$ cat src/design/modulated_iir_notch_filter_top_assert.svh
// ----------------------------------------------------------------------------
// Assertion macros for the modulated IIR notch filter
// Implication and next-cycle implication checks, empty in synthesis builds.
// ----------------------------------------------------------------------------
`ifndef MODULATED_IIR_NOTCH_FILTER_TOP_ASSERT_SVH
`define MODULATED_IIR_NOTCH_FILTER_TOP_ASSERT_SVH
`ifndef SYNTHESIS
`define MINF_ASSERT_IMP(label, clk, rst_n, ante, cons) \
	label: assert property (@(posedge clk) disable iff (!rst_n) (ante) |-> (cons)) \
	else $error("minf: same-cycle check failed");
`define MINF_ASSERT_NXT(label, clk, rst_n, ante, cons) \
	label: assert property (@(posedge clk) disable iff (!rst_n) (ante) |=> (cons)) \
	else $error("minf: next-cycle check failed");
`else
`define MINF_ASSERT_IMP(label, clk, rst_n, ante, cons)
`define MINF_ASSERT_NXT(label, clk, rst_n, ante, cons)
`endif
`endif

$ cat src/design/minf_pkg.sv
`timescale 1ns / 1ps
// ----------------------------------------------------------------------------
// minf_pkg
// Shared widths, constants, item types and the CORDIC angle table.
// ----------------------------------------------------------------------------
package minf_pkg;

	localparam int CHANNELS_DEF = 2;
	localparam int TAPS         = 5;
	localparam int NTERMS       = 2 * TAPS + 1;
	localparam int CORDIC_STEPS = 24;
	localparam int PI_Q16       = 205887;
	localparam int FS_W         = 18;
	localparam int FS_RESET     = 48000;
	localparam int SAMPLE_W     = 24;
	localparam int FREQ_W       = 17;
	localparam int DAMP_W       = 16;
	localparam int CX_W         = 40;
	localparam int Z_W          = 27;
	localparam int U_W          = Z_W - 1;
	localparam int COEF_W       = 36;
	localparam int PROD_W       = COEF_W + SAMPLE_W;
	localparam int ACC_W        = 64;
	localparam int QDEPTH       = 2;

	typedef struct packed {
		logic                       channel;
		logic signed [SAMPLE_W-1:0] sample_in;
		logic [FREQ_W-1:0]          notch_freq_hz;
		logic [DAMP_W-1:0]          damping;
	} in_item_t;

	typedef struct packed {
		logic                       out_channel;
		logic signed [SAMPLE_W-1:0] sample_out;
	} out_item_t;

	// work handed from the prewarp front end to the filter back end
	typedef struct packed {
		logic                       chan;
		logic signed [SAMPLE_W-1:0] x;
		logic [DAMP_W-1:0]          d;
		logic [U_W-1:0]             u;
	} job_t;

	// atan(2^-i) in radians, Q24
	function automatic logic signed [Z_W-1:0] atan_q24(input logic [4:0] i);
		logic [Z_W-1:0] v;
		case (i)
			5'd0:  v = Z_W'(13176795);
			5'd1:  v = Z_W'(7778716);
			5'd2:  v = Z_W'(4110060);
			5'd3:  v = Z_W'(2086331);
			5'd4:  v = Z_W'(1047214);
			5'd5:  v = Z_W'(524117);
			5'd6:  v = Z_W'(262123);
			5'd7:  v = Z_W'(131069);
			5'd8:  v = Z_W'(65536);
			5'd9:  v = Z_W'(32768);
			5'd10: v = Z_W'(16384);
			5'd11: v = Z_W'(8192);
			5'd12: v = Z_W'(4096);
			5'd13: v = Z_W'(2048);
			5'd14: v = Z_W'(1024);
			5'd15: v = Z_W'(512);
			5'd16: v = Z_W'(256);
			5'd17: v = Z_W'(128);
			5'd18: v = Z_W'(64);
			5'd19: v = Z_W'(32);
			5'd20: v = Z_W'(16);
			5'd21: v = Z_W'(8);
			5'd22: v = Z_W'(4);
			5'd23: v = Z_W'(2);
			default: v = '0;
		endcase
		return signed'(v);
	endfunction

endpackage

$ cat src/design/minf_queue.sv
`timescale 1ns / 1ps
// ----------------------------------------------------------------------------
// minf_queue
// Short register queue of jobs between the front and back ends.
// ----------------------------------------------------------------------------
module minf_queue (
	input  logic               clk,
	input  logic               arst_n,
	input  logic               push,
	input  minf_pkg::job_t     din,
	output logic               full,
	input  logic               pop,
	output minf_pkg::job_t     dout,
	output logic               empty
);
	localparam int PTR_W = $clog2(minf_pkg::QDEPTH);
	localparam int CNT_W = $clog2(minf_pkg::QDEPTH + 1);

	minf_pkg::job_t   mem_q [minf_pkg::QDEPTH];
	logic [PTR_W-1:0] wptr_q, rptr_q;
	logic [CNT_W-1:0] cnt_q;

	assign full  = (cnt_q == CNT_W'(minf_pkg::QDEPTH));
	assign empty = (cnt_q == '0);
	assign dout  = mem_q[rptr_q];

	always_ff @(posedge clk) begin
		if (push) begin
			mem_q[wptr_q] <= din;
		end
	end

	always_ff @(posedge clk or negedge arst_n) begin
		if (!arst_n) begin
			wptr_q <= '0;
			rptr_q <= '0;
			cnt_q  <= '0;
		end else begin
			if (push) begin
				wptr_q <= (wptr_q == PTR_W'(minf_pkg::QDEPTH - 1)) ? '0 : wptr_q + 1'b1;
			end
			if (pop) begin
				rptr_q <= (rptr_q == PTR_W'(minf_pkg::QDEPTH - 1)) ? '0 : rptr_q + 1'b1;
			end
			if (push && !pop) begin
				cnt_q <= cnt_q + 1'b1;
			end else if (pop && !push) begin
				cnt_q <= cnt_q - 1'b1;
			end
		end
	end
endmodule

$ cat config.mk
export PLATFORM = sky130hd
export DESIGN_NAME = minf_queue
export DESIGN_NICKNAME = d
export VERILOG_FILES = /design/src/design/modulated_iir_notch_filter_top_assert.svh /design/src/design/minf_pkg.sv /design/src/design/minf_queue.sv
export SDC_FILE = /design/constraint.sdc
export NUM_CORES = 1
export LEC_CHECK = 0
export BUFFER_PORTS_ARGS = -buffer_cell sky130_fd_sc_hd__buf_2
export CAP_MARGIN = 20
export CORE_ASPECT_RATIO = 1.1
export CORE_MARGIN = 1
export CORE_UTILIZATION = 25
export CTS_CLUSTER_DIAMETER = 120
export DETAILED_ROUTE_END_ITERATION = 10
export PLACE_DENSITY = 0.55
export SLEW_MARGIN = 5
export SYNTH_ARGS = -nofsm -noshare
export SYNTH_HDL_FRONTEND = slang
export SYNTH_SLANG_ARGS = --single-unit
$ cat constraint.sdc
create_clock -name clk -period 7.3 [get_ports clk]
set_input_delay 2.19 -clock clk [delete_from_list [all_inputs] [get_ports clk]]
set_output_delay 2.19 -clock clk [all_outputs]
set_load 0.005 [all_outputs]
### Word level (Yosys, flattened, before mapping)

Memories as Yosys holds them, arrays and structs flattened.
Cells that the tools add are included.

* add/subtract/negate cells: 4
* eq/ne operators: 1
* multiplexer cells: 6
* reduce and logical (&&, ||, !) cells: 6

Operator list (count)
* two-way mux 1 bit: 4
* two-way mux 2 bit: 2
* adder 1 bit (second input constant): 2
* adder 2 x 1 -> 2 bit (second input constant): 1
* equality test 2 bit (second input constant): 1
* logical AND 1 bit: 2
* zero test 1 bit: 2
* zero test 2 bit: 1
* nonzero test 2 bit: 1
* subtractor 2 x 1 -> 2 bit (second input constant): 1

* register bits: 4
* RAM bits: 134
* output and inout bits: 69
* word-level logic and storage cells: 21
* memories: 1

Memory list
* mem_q: depth 2, bits a word 67, rd ports 1, clocked after Yosys merged registers in 0, wr ports 1, line minf_queue.sv:19 `minf_pkg::job_t mem_q [minf_pkg::QDEPTH];`

### Depth between registers and ports, before layout

Gate-level depths: netlist (run 1).

* word-level depth: 4
* mapped depth: 5
* mapped depth without buffers: 5

### Least setup slack after synthesis (run 1)

No wires, ideal clock.

* path kind: input to register
* from: input push
* to: memory mem_q[0][0] (netlist name) (enable)
* library setup time: 500 ps
* arrival time: 5133 ps
* data required time: 6800 ps
* path slack: 1667 ps
* stages on the path: 1
* cell sequence: nor2b_1

* cells in the longest elaborated chain, start to end: 2

RTL lines
* start, declared: line minf_queue.sv:9 `input logic push,`
* two-way mux 1 bit: line minf_queue.sv:28 `if (push) begin`
* two-way mux 1 bit (not written as such): line minf_queue.sv:29 `mem_q[wptr_q] <= din;`
* end, declared: line minf_queue.sv:19

No other way between the ends.

==> flow_summary.toml, run 1 <==
[drt]
post_drt_via_cell_ratio = 3.97
wire_per_inst_um = 14.7
drt_first_pass_iters = 7
wl_um = 9420
route.detailed.drc = 14
dr_total_vias = 2546
drt_iter0_drc = 146
ant_nets = 0

[clock_tree]
clock_latency_ns = 0.41
clk_path_buf_depth = 2
clk_pin_slew_ns = 0.06
cts-root-buf = "clkbuf_16"
cts_made_buffers = 17
postCtsHoldBufs = 0
htreeDepth = 4
post_cts_resize_count = 0
cts.sinks = 138
postCtsSetupBuffers = 0
cts_tree = "built"

[synth]
synth_simple_gate_area_share_pct = 0.514
yosys-top-cells-area = "edfxtp_1 (79%), mux2_2 (10%), mux2_4 (5.9%)"
syn_avg_cell_area_um2 = 22.7
ys_types = 14
netlist.area_leader.share_pct = 78.7
synthTopCellsByCount = "edfxtp_1 (134), mux2_2 (47), mux2_4 (20)"
synthAdderAreaFrac_pct = 0.245
synth_nets = 297
synth_ff_type = "edfxtp_1"
yosysMostFrequentCell = "edfxtp_1"
netlist_instances = 225
synth-async-reset-ratio_pct = 2.90
synth-compound-area-share_pct = 0
yosysSeqAreaShare_pct = 80.7
yosys.area.top_type = "edfxtp_1"
synth_mux_area_share_pct = 16.2
synth-xor-area-share_pct = 0.857
synth_edf_count = 134
syn_area_mm2 = 0.00511
synth_top_family_by_area = "multiplexers"
ys_ff_latch = 138
yosysWarningCount = 0

[run_status]
violations = "design-rule violations"
run_status = "finished with violations"

[setup_path]
slowest_stage = "dfrtp_4"
path_cells = "mux2_2 -> buf_2"
critPathLaunchType = "flop"
worst_ep_arrival_time_ns = 2.14
worstSetupPathType = "flop to output pin"
crit_fanout = 68
required_ns = 5.11
critPathMaxStageDelay_ns = 1.11
crit_path_end_kind = "output pin"

[placed_design]
portBuffers = 139
placed_area_mm2 = 0.00607
dp_hpwl_um = 5840
place_congestion = 0.614

[floorplan]
start_util_pct = 25.6
coreArea_mm2 = 0.0199
num_rows = 54
die_h_um = 152
die_area_mm2 = 0.0210
num_io_pins = 140
die_x_um = 138

[final_layout]
syn_to_final_growth_pct = 29.7
drive_above_1_share_pct = 60.9
num-fill-cells = 1910
utilization_pct = 33.3
final_net_count = 448
diodes = 0
fin_area_mm2 = 0.00663

[global_route]
globalRouteTotalUtil_pct = 9.66
grt_max_degree = 69
antenna_found_initial = 0
grt_first_pass_wirelength_um = 14900
grt_pass1_vias = 2799
grt_overflow = 0

[min_path]
hold_path_class = "flop to flop"

[sta]
finalSetupViolations = 0
fin_crit_sh_pct = 59.3
period_minus_slack_ns = 4.33
hold_viol = 0
rsz0062_at_grt = "no"
drv_slew = 0
fin_skew_ns = 0.00670
setup_tns_ns = 0
timing.fmax_ghz = 0.231
slew_headroom_pct = 29.8
worst_pin_slew_ns = 1.05

[power_and_ir_drop]
pwr-share-comb_pct = 21.9
clock_power_share_pct = 31.9
leakage_uw = 0.00253
swShare_pct = 26.1
power_density_mw_per_mm2 = 384
ir_worst_vdd_mv = 0.160
p_seq_share_pct = 46.2
p_int_uw = 1880
power_switching_uw = 665

[job]
timing.max_cap.violations = 0
-- worst max-delay path, delay by kind of cell, from the launching register on --
family	cells	cell delay, ns
buffers and inverters	1	0.13
flip-flops	1	1.11
multiplexers	1	0.44
-- per-stage QoR --
| step | instances | hold WS, ns | total power, uW | worst slack (ns) |
|---|---|---|---|---|
| after CTS | 641 | 0.499 | 2600 | 2.89 |
| after floorplan | 225 | 0.455 | 1540 | 1.67 |
| after global placement | 609 | 0.475 | 1760 | 3.16 |
| after global routing | 641 | 0.541 | 2690 | 2.81 |
| after detailed placement | 609 | 0.487 | 1770 | 3.12 |
| final | 641 | 0.494 | 2550 | 2.97 |
-- per-layer routing --
layer	track usage [%]	vias up	part of all wire (%)
li1	-	1190	-
met1	10.4	1256	41
met2	16.4	85	51
met3	3.50	15	6.0
met4	5.67	0	2.3
met5	0	-	0
-- final timing paths --
path                       slack, ns  cells past startpoint                endpoint            startpoint
setup / recovery                2.97                      2                dout[61]    rptr_q$_DFFE_PN0P_
min in group asynchronous       1.57                      1    cnt_q[1]$_DFFE_PN0P_                arst_n
hold reg to reg                 0.49                      1    cnt_q[1]$_DFFE_PN0P_  cnt_q[1]$_DFFE_PN0P_
setup reg to reg                5.14                      2  mem_q[0][43]$_DFFE_PP_    wptr_q$_DFFE_PN0P_
hold / removal                  0.49                      1    cnt_q[1]$_DFFE_PN0P_  cnt_q[1]$_DFFE_PN0P_
max in group asynchronous       5.59                      1      rptr_q$_DFFE_PN0P_                arst_n
-- layout make-up --
cell class                 instances  area (um^2)  share of cell area [%]
clock buffer                      17          425                    6.42
clock inverter                    15          133                    2.00
inverter                           1         3.75                  0.0566
multi-input combinational         78          922                    13.9
sequential                       138         4130                    62.3
tap                              252          315                    4.76
timing repair buffer             140          703                    10.6
-- layout by cell type, fill, tap and decap left out --
master	count
dfrtp_4	1
clkinv_2	4
clkinvlp_4	1
buf_4	1
xor2_1	4
and2_4	1
clkbuf_16	17
clkinv_4	2
mux2_2	47
inv_1	1
edfxtp_1	134
inv_6	1
bufinv_16	2
nor2b_1	1
ha_1	1
mux2_4	20
buf_2	139
xnor2_1	1
clkinv_1	5
dfrtp_1	3
nor2_1	2
nor2b_4	1
-- cell families (layout without fill, tap and decap cells) --
family | after synthesis | in the layout
flip-flops | 138 | 138
multiplexers | 67 | 67
AND/OR/NAND/NOR | 5 | 5
adder cells (fa/ha/maj) | 1 | 1
buffers and inverters | 9 | 173
XOR/XNOR | 5 | 5
-- state kept, by name (all words and copies together) (netlist names) --
| register | count |
|---|---|
| cnt_q | 2 |
| wptr_q | 1 |
| mem_q | 134 |
| rptr_q | 1 |
-- power groups by stage --
| stage | Combinational, uW | Sequential (uW) | Clock [uW] |
|---|---|---|---|
| final | 557 | 1180 | 813 |
| after global routing | 610 | 1200 | 874 |
| after CTS | 576 | 1180 | 841 |
| after detailed placement | 574 | 1200 | 0 |
| after global placement | 570 | 1190 | 0 |
| after floorplan | 427 | 1110 | 0 |
No activity file was read; power rests on OpenSTA's default activity.
==> inputs of run 2 (changes only) <==
==> constraint.sdc (replaced) <==
create_clock -name clk -period 4.02 [get_ports clk]
set_input_delay 1.206 -clock clk [delete_from_list [all_inputs] [get_ports clk]]
set_output_delay 1.206 -clock clk [all_outputs]
set_load 0.005 [all_outputs]
==> run 2 against run 1 <==
  * The flow still finishes with violations (design-rule violations)
  * Flip-flop and latch count unchanged
  * Combinational power increased by 99%
  * Die area did not move
  * Cell area is 1.4% higher
  * Clock power increased by 100%
  * Core utilization up 0.46 points
  * Non-clock buffer count increased by 1
  * Critical path type unchanged
  * Highest routed layer unchanged
==> flow_summary.toml, run 2 (synthesized netlist as in run 1, its figures left out) <==
[power_and_ir_drop]
p_int_uw = 3620
power_density_mw_per_mm2 = 718
swShare_pct = 24.9
clock_power_share_pct = 34.3
pwr-share-comb_pct = 23.0
power_switching_uw = 1200
ir_worst_vdd_mv = 0.340
p_seq_share_pct = 42.8
leakage_uw = 0.00257

[job]
timing.max_cap.violations = 0

[final_layout]
final_common_cell = "buf_2"
reg_top3 = "mem_q: 134 flops, cnt_q: 2 flops"
largest_reg_flops = 134
seq_area_mm2 = 0.00413
drive_above_1_share_pct = 61.4
diodes = 0
syn_to_final_growth_pct = 31.5
num-fill-cells = 1917
utilization_pct = 33.7
fin_area_mm2 = 0.00672
layoutNonFillerInstCount = 641
final_net_count = 449
multi_input_comb_area_um2 = 922
mostFrequentLayoutCells = "buf_2 (139), edfxtp_1 (134), mux2_2 (47), mux2_4 (20), clkbuf_16 (17)"
top_register = "mem_q"

[placed_design]
place_congestion = 0.636
portBuffers = 139
dp.cells = 610
placed_area_mm2 = 0.00609
dp_hpwl_um = 5890

[run_status]
violations = "design-rule violations"
run_status = "finished with violations"

[floorplan]
die_h_um = 152
die_area_mm2 = 0.0210
die_x_um = 138
start_util_pct = 25.6
num_io_pins = 140
num_rows = 54
coreArea_mm2 = 0.0199

[drt]
routed-wl-met3_um = 603
wl_met2_um = 4950
dr_total_vias = 2573
drt-met1-wl_um = 3680
wire_per_inst_um = 14.7
top_layer = "met4"
route.detailed.drc = 18
drt_first_pass_iters = 7
drt_iter0_drc = 90
post_drt_via_cell_ratio = 4.01
ant_nets = 0
wl_um = 9420

[setup_path]
crit_path_end_kind = "output pin"
r2r_slack_ns = 2.33
required_ns = 2.81
reg2reg_to = "mem_q[0][46]$_DFFE_PP_"
regToRegStartpoint = "wptr_q$_DFFE_PN0P_"
critPathLaunchType = "flop"
worstSetupPathType = "flop to output pin"
crit_fanout = 38
worstRegToRegCells = 2
worst_ep_arrival_time_ns = 2.01

[sta]
setup_tns_ns = 0
timing.fmax_ghz = 0.311
worst_pin_slew_ns = 0.988
finalSetupViolations = 0
period_minus_slack_ns = 3.22
hold_viol = 0
slew_headroom_pct = 34.1
drv_slew = 0
fin_skew_ns = 0.0146
rsz0062_at_grt = "no"
fin_crit_sh_pct = 80.0

[clock_tree]
cts-root-buf = "clkbuf_16"
clk_pin_slew_ns = 0.06
htreeDepth = 4
postCtsSetupBuffers = 0
cts_tree = "built"
post_cts_resize_count = 0
clock_latency_ns = 0.41
cts_made_buffers = 17
cts.sinks = 138
postCtsHoldBufs = 0
clk_path_buf_depth = 2

[global_route]
grt_first_pass_wirelength_um = 15000
antenna_found_initial = 0
grt_pass1_vias = 2886
globalRouteTotalUtil_pct = 9.44
grt_overflow = 0
grt_max_degree = 68

[min_path]
min_from = "cnt_q[1]$_DFFE_PN0P_"
min_to = "cnt_q[1]$_DFFE_PN0P_"
holdPathStages = 1
hold_path_class = "flop to flop"
==> run 2: per-stage QoR <==
stage	total power (uW)	worst slack [ns]	hold slack, ns
2_1_floorplan	2780	0.625	0.456
3_3_place_gp	3220	1.18	0.471
3_5_place_dp	3240	1.18	0.508
4_1_cts	4930	0.728	0.520
5_1_grt	5070	0.668	0.532
6_report	4830	0.803	0.516
==> run 2: critical path: stages (launching register included) <==
cell	delay (ns)
dfrtp_4	0.75
buf_12	0.31
mux2_2	0.37
buf_2	0.12
==> run 2: layout make-up <==
type                            count  share of cell area [%]
Inverter                            1                  0.0558
Sequential cell                   138                    61.4
Clock buffer                       18                    6.38
Tap cell                          252                    4.69
Clock inverter                     13                    3.00
Multi-Input combinational cell     78                    13.7
Timing Repair Buffer              141                    10.8
==> run 2: power by group through the flow <==
stage / registers, uW / clock network [uW] / logic [uW]
CTS: 2070 / 1710 / 1140
finish: 2060 / 1650 / 1110
floorplan: 2010 / 0 / 776
global placement: 2080 / 0 / 1140
detailed placement: 2100 / 0 / 1140
global route: 2100 / 1760 / 1210
==> run 2: how the worst max path moves through the flow <==
stage,start,to,slack [ns],cells after the start
2_1_floorplan,push,mem_q[0][0]$_DFFE_PP_,0.63,1
3_3_place_gp,rptr_q$_DFFE_PN0P_,dout[55],1.18,3
3_5_place_dp,rptr_q$_DFFE_PN0P_,dout[37],1.18,3
4_1_cts,rptr_q$_DFFE_PN0P_,dout[37],0.73,3
5_1_grt,rptr_q$_DFFE_PN0P_,dout[46],0.67,3
6_report,rptr_q$_DFFE_PN0P_,dout[46],0.80,3
==> run 2: per-layer routing <==
layer  track usage [%]  vias up
li1                  -     1190
met1              9.83     1286
met2              16.5       83
met3              3.53       14
met4              5.08        0
met5                 0        -
==> inputs of run 3 (changes only) <==
--- a/config.mk
+++ b/config.mk
@@ -12,7 +12,7 @@
 export CORE_UTILIZATION = 25
 export CTS_CLUSTER_DIAMETER = 120
 export DETAILED_ROUTE_END_ITERATION = 10
-export PLACE_DENSITY = 0.55
+export PLACE_DENSITY = 0.57
 export SLEW_MARGIN = 5
 export SYNTH_ARGS = -nofsm -noshare
 export SYNTH_HDL_FRONTEND = slang
==> constraint.sdc (replaced) <==
create_clock -name clk -period 2.8 [get_ports clk]
set_input_delay 0.84 -clock clk [delete_from_list [all_inputs] [get_ports clk]]
set_output_delay 0.84 -clock clk [all_outputs]
set_load 0.005 [all_outputs]
==> run 3 against run 2 <==
  * The run still ends with design-rule violations left
  * First-iteration DRC count increased by 66%
  * Sequential power increased by 38%
  * Clock skew decreased by 0.0073 ns
  * Core utilization decreased by 0.088 points
  * Combinational power increased by 57%
==> flow_summary.toml, run 3 (synthesized netlist as in run 1, its figures left out) <==
[floorplan]
die_area_mm2 = 0.0210
num_rows = 54
num_io_pins = 140
coreArea_mm2 = 0.0199
die_x_um = 138
die_h_um = 152
start_util_pct = 25.6

[drt]
post_drt_via_cell_ratio = 4.06
ant_nets = 0
drt_iter0_drc = 149
drt_first_pass_iters = 7
wire_per_inst_um = 15.2
route.detailed.drc = 20
wl_met2_um = 4760
drt-met1-wl_um = 4250
top_layer = "met4"
wl_um = 9780
dr_total_vias = 2616
routed-wl-met3_um = 692

[final_layout]
layoutNonFillerInstCount = 644
top_register = "mem_q"
mostFrequentLayoutCells = "buf_2 (139), edfxtp_1 (134), mux2_2 (47), mux2_4 (20), clkbuf_16 (17)"
drive_above_1_share_pct = 61.0
multi_input_comb_area_um2 = 922
syn_to_final_growth_pct = 31.2
num-fill-cells = 1925
reg_top3 = "mem_q: 134 flops, cnt_q: 2 flops"
final_net_count = 452
diodes = 0
final_common_cell = "buf_2"
seq_area_mm2 = 0.00413
largest_reg_flops = 134

[clock_tree]
postCtsHoldBufs = 0
post_cts_resize_count = 0
clk_path_buf_depth = 2
cts.sinks = 138
cts-root-buf = "clkbuf_16"
clk_pin_slew_ns = 0.05
postCtsSetupBuffers = 0
cts_tree = "built"
htreeDepth = 4
cts_made_buffers = 17
clock_latency_ns = 0.40

[min_path]
hold_path_class = "input port to async pin"

[sta]
timing.fmax_ghz = 0.387
slew_headroom_pct = 70.5
period_minus_slack_ns = 2.59
whs_ns = 0.240
drv_slew = 0
finalSetupViolations = 0
rsz0062_at_grt = "no"
fin_crit_sh_pct = 92.4
setup_tns_ns = 0
fin_skew_ns = 0.00722
worst_pin_slew_ns = 0.442
hold_viol = 0

[power_and_ir_drop]
power_density_mw_per_mm2 = 1010
ir_worst_vdd_mv = 0.407
leakage_uw = 0.00257

[setup_path]
regToRegStartpoint = "wptr_q$_DFFE_PN0P_"
critPathLaunchType = "flop"
crit_fanout = 68
required_ns = 1.96
crit_path_end_kind = "output pin"
critPathLaunch = "rptr_q$_DFFE_PN0P_"
worst_ep_arrival_time_ns = 1.75
worstSetupPathType = "flop to output pin"

[global_route]
grt_overflow = 0
grt_max_degree = 69
grt_pass1_vias = 2956
grt_first_pass_wirelength_um = 15600
antenna_found_initial = 0
globalRouteTotalUtil_pct = 9.90

[run_status]
violations = "design-rule violations"
run_status = "finished with violations"

[placed_design]
dp_hpwl_um = 6320
portBuffers = 139
dp.cells = 613
place_congestion = 0.696

[job]
timing.max_cap.violations = 0
-- run 3: cell types whose count changed in the layout (fill, tap and decap cells not counted) --
cell,change
clkbuf_1,+2
clkinv_1,+1
bufinv_16,-2
clkinv_4,-3
buf_4,+1
buf_12,+2
clkinv_2,+2
-- run 3: report_power, final --
part / total [uW] / switching (uW) / internal (uW)
clock network: 2150 / 770 / 1380
logic: 1740 / 829 / 914
registers: 2850 / 106 / 2750
total: 6740 / 1700 / 5040
-- run 3: metal layers --
metal	track usage, %	up-vias
li1	-	1203
met1	11.7	1306
met2	16.4	101
met3	4.03	6
met4	3.21	0
met5	0	-
-- run 3: final cells by class --
class / instances / share of cell area, %
sequential: 138 / 61.6
multi-input combinational: 78 / 13.8
timing repair buffer: 144 / 11.5
clock buffer: 20 / 6.51
tap: 252 / 4.70
clock inverter: 11 / 1.92
inverter: 1 / 0.0560
-- run 3: worst max-delay path, stage by stage, from the launching register on --
cell	delay, ns
dfrtp_4	0.41
buf_12	0.38
mux2_2	0.40
buf_2	0.13
-- run 3: worst paths after layout --
kind	endpoint	slack, ns	cells after the start
max in group asynchronous	rptr_q$_DFFE_PN0P_	2.41	1
worst min-delay path	wptr_q$_DFFE_PN0P_	0.24	1
worst max register to register	mem_q[1][8]$_DFFE_PP_	1.32	2
worst max-delay path	dout[50]	0.21	3
min in group clk	cnt_q[1]$_DFFE_PN0P_	0.50	1
worst min register to register	cnt_q[1]$_DFFE_PN0P_	0.50	1
-- run 3: stage by stage --
stage | cell area [um^2] | util (%) | setup slack (ns) | power [uW]
final | 6710 | 33.6 | 0.213 | 6740
after global routing | 6710 | 33.6 | 0.117 | 7090
after CTS | 6710 | 33.6 | 0.167 | 6880
after detailed placement | 6140 | 30.8 | 0.619 | 4690
after global placement | 6140 | 30.8 | 0.638 | 4650
after floorplan | 5120 | - | 0.513 | 3980
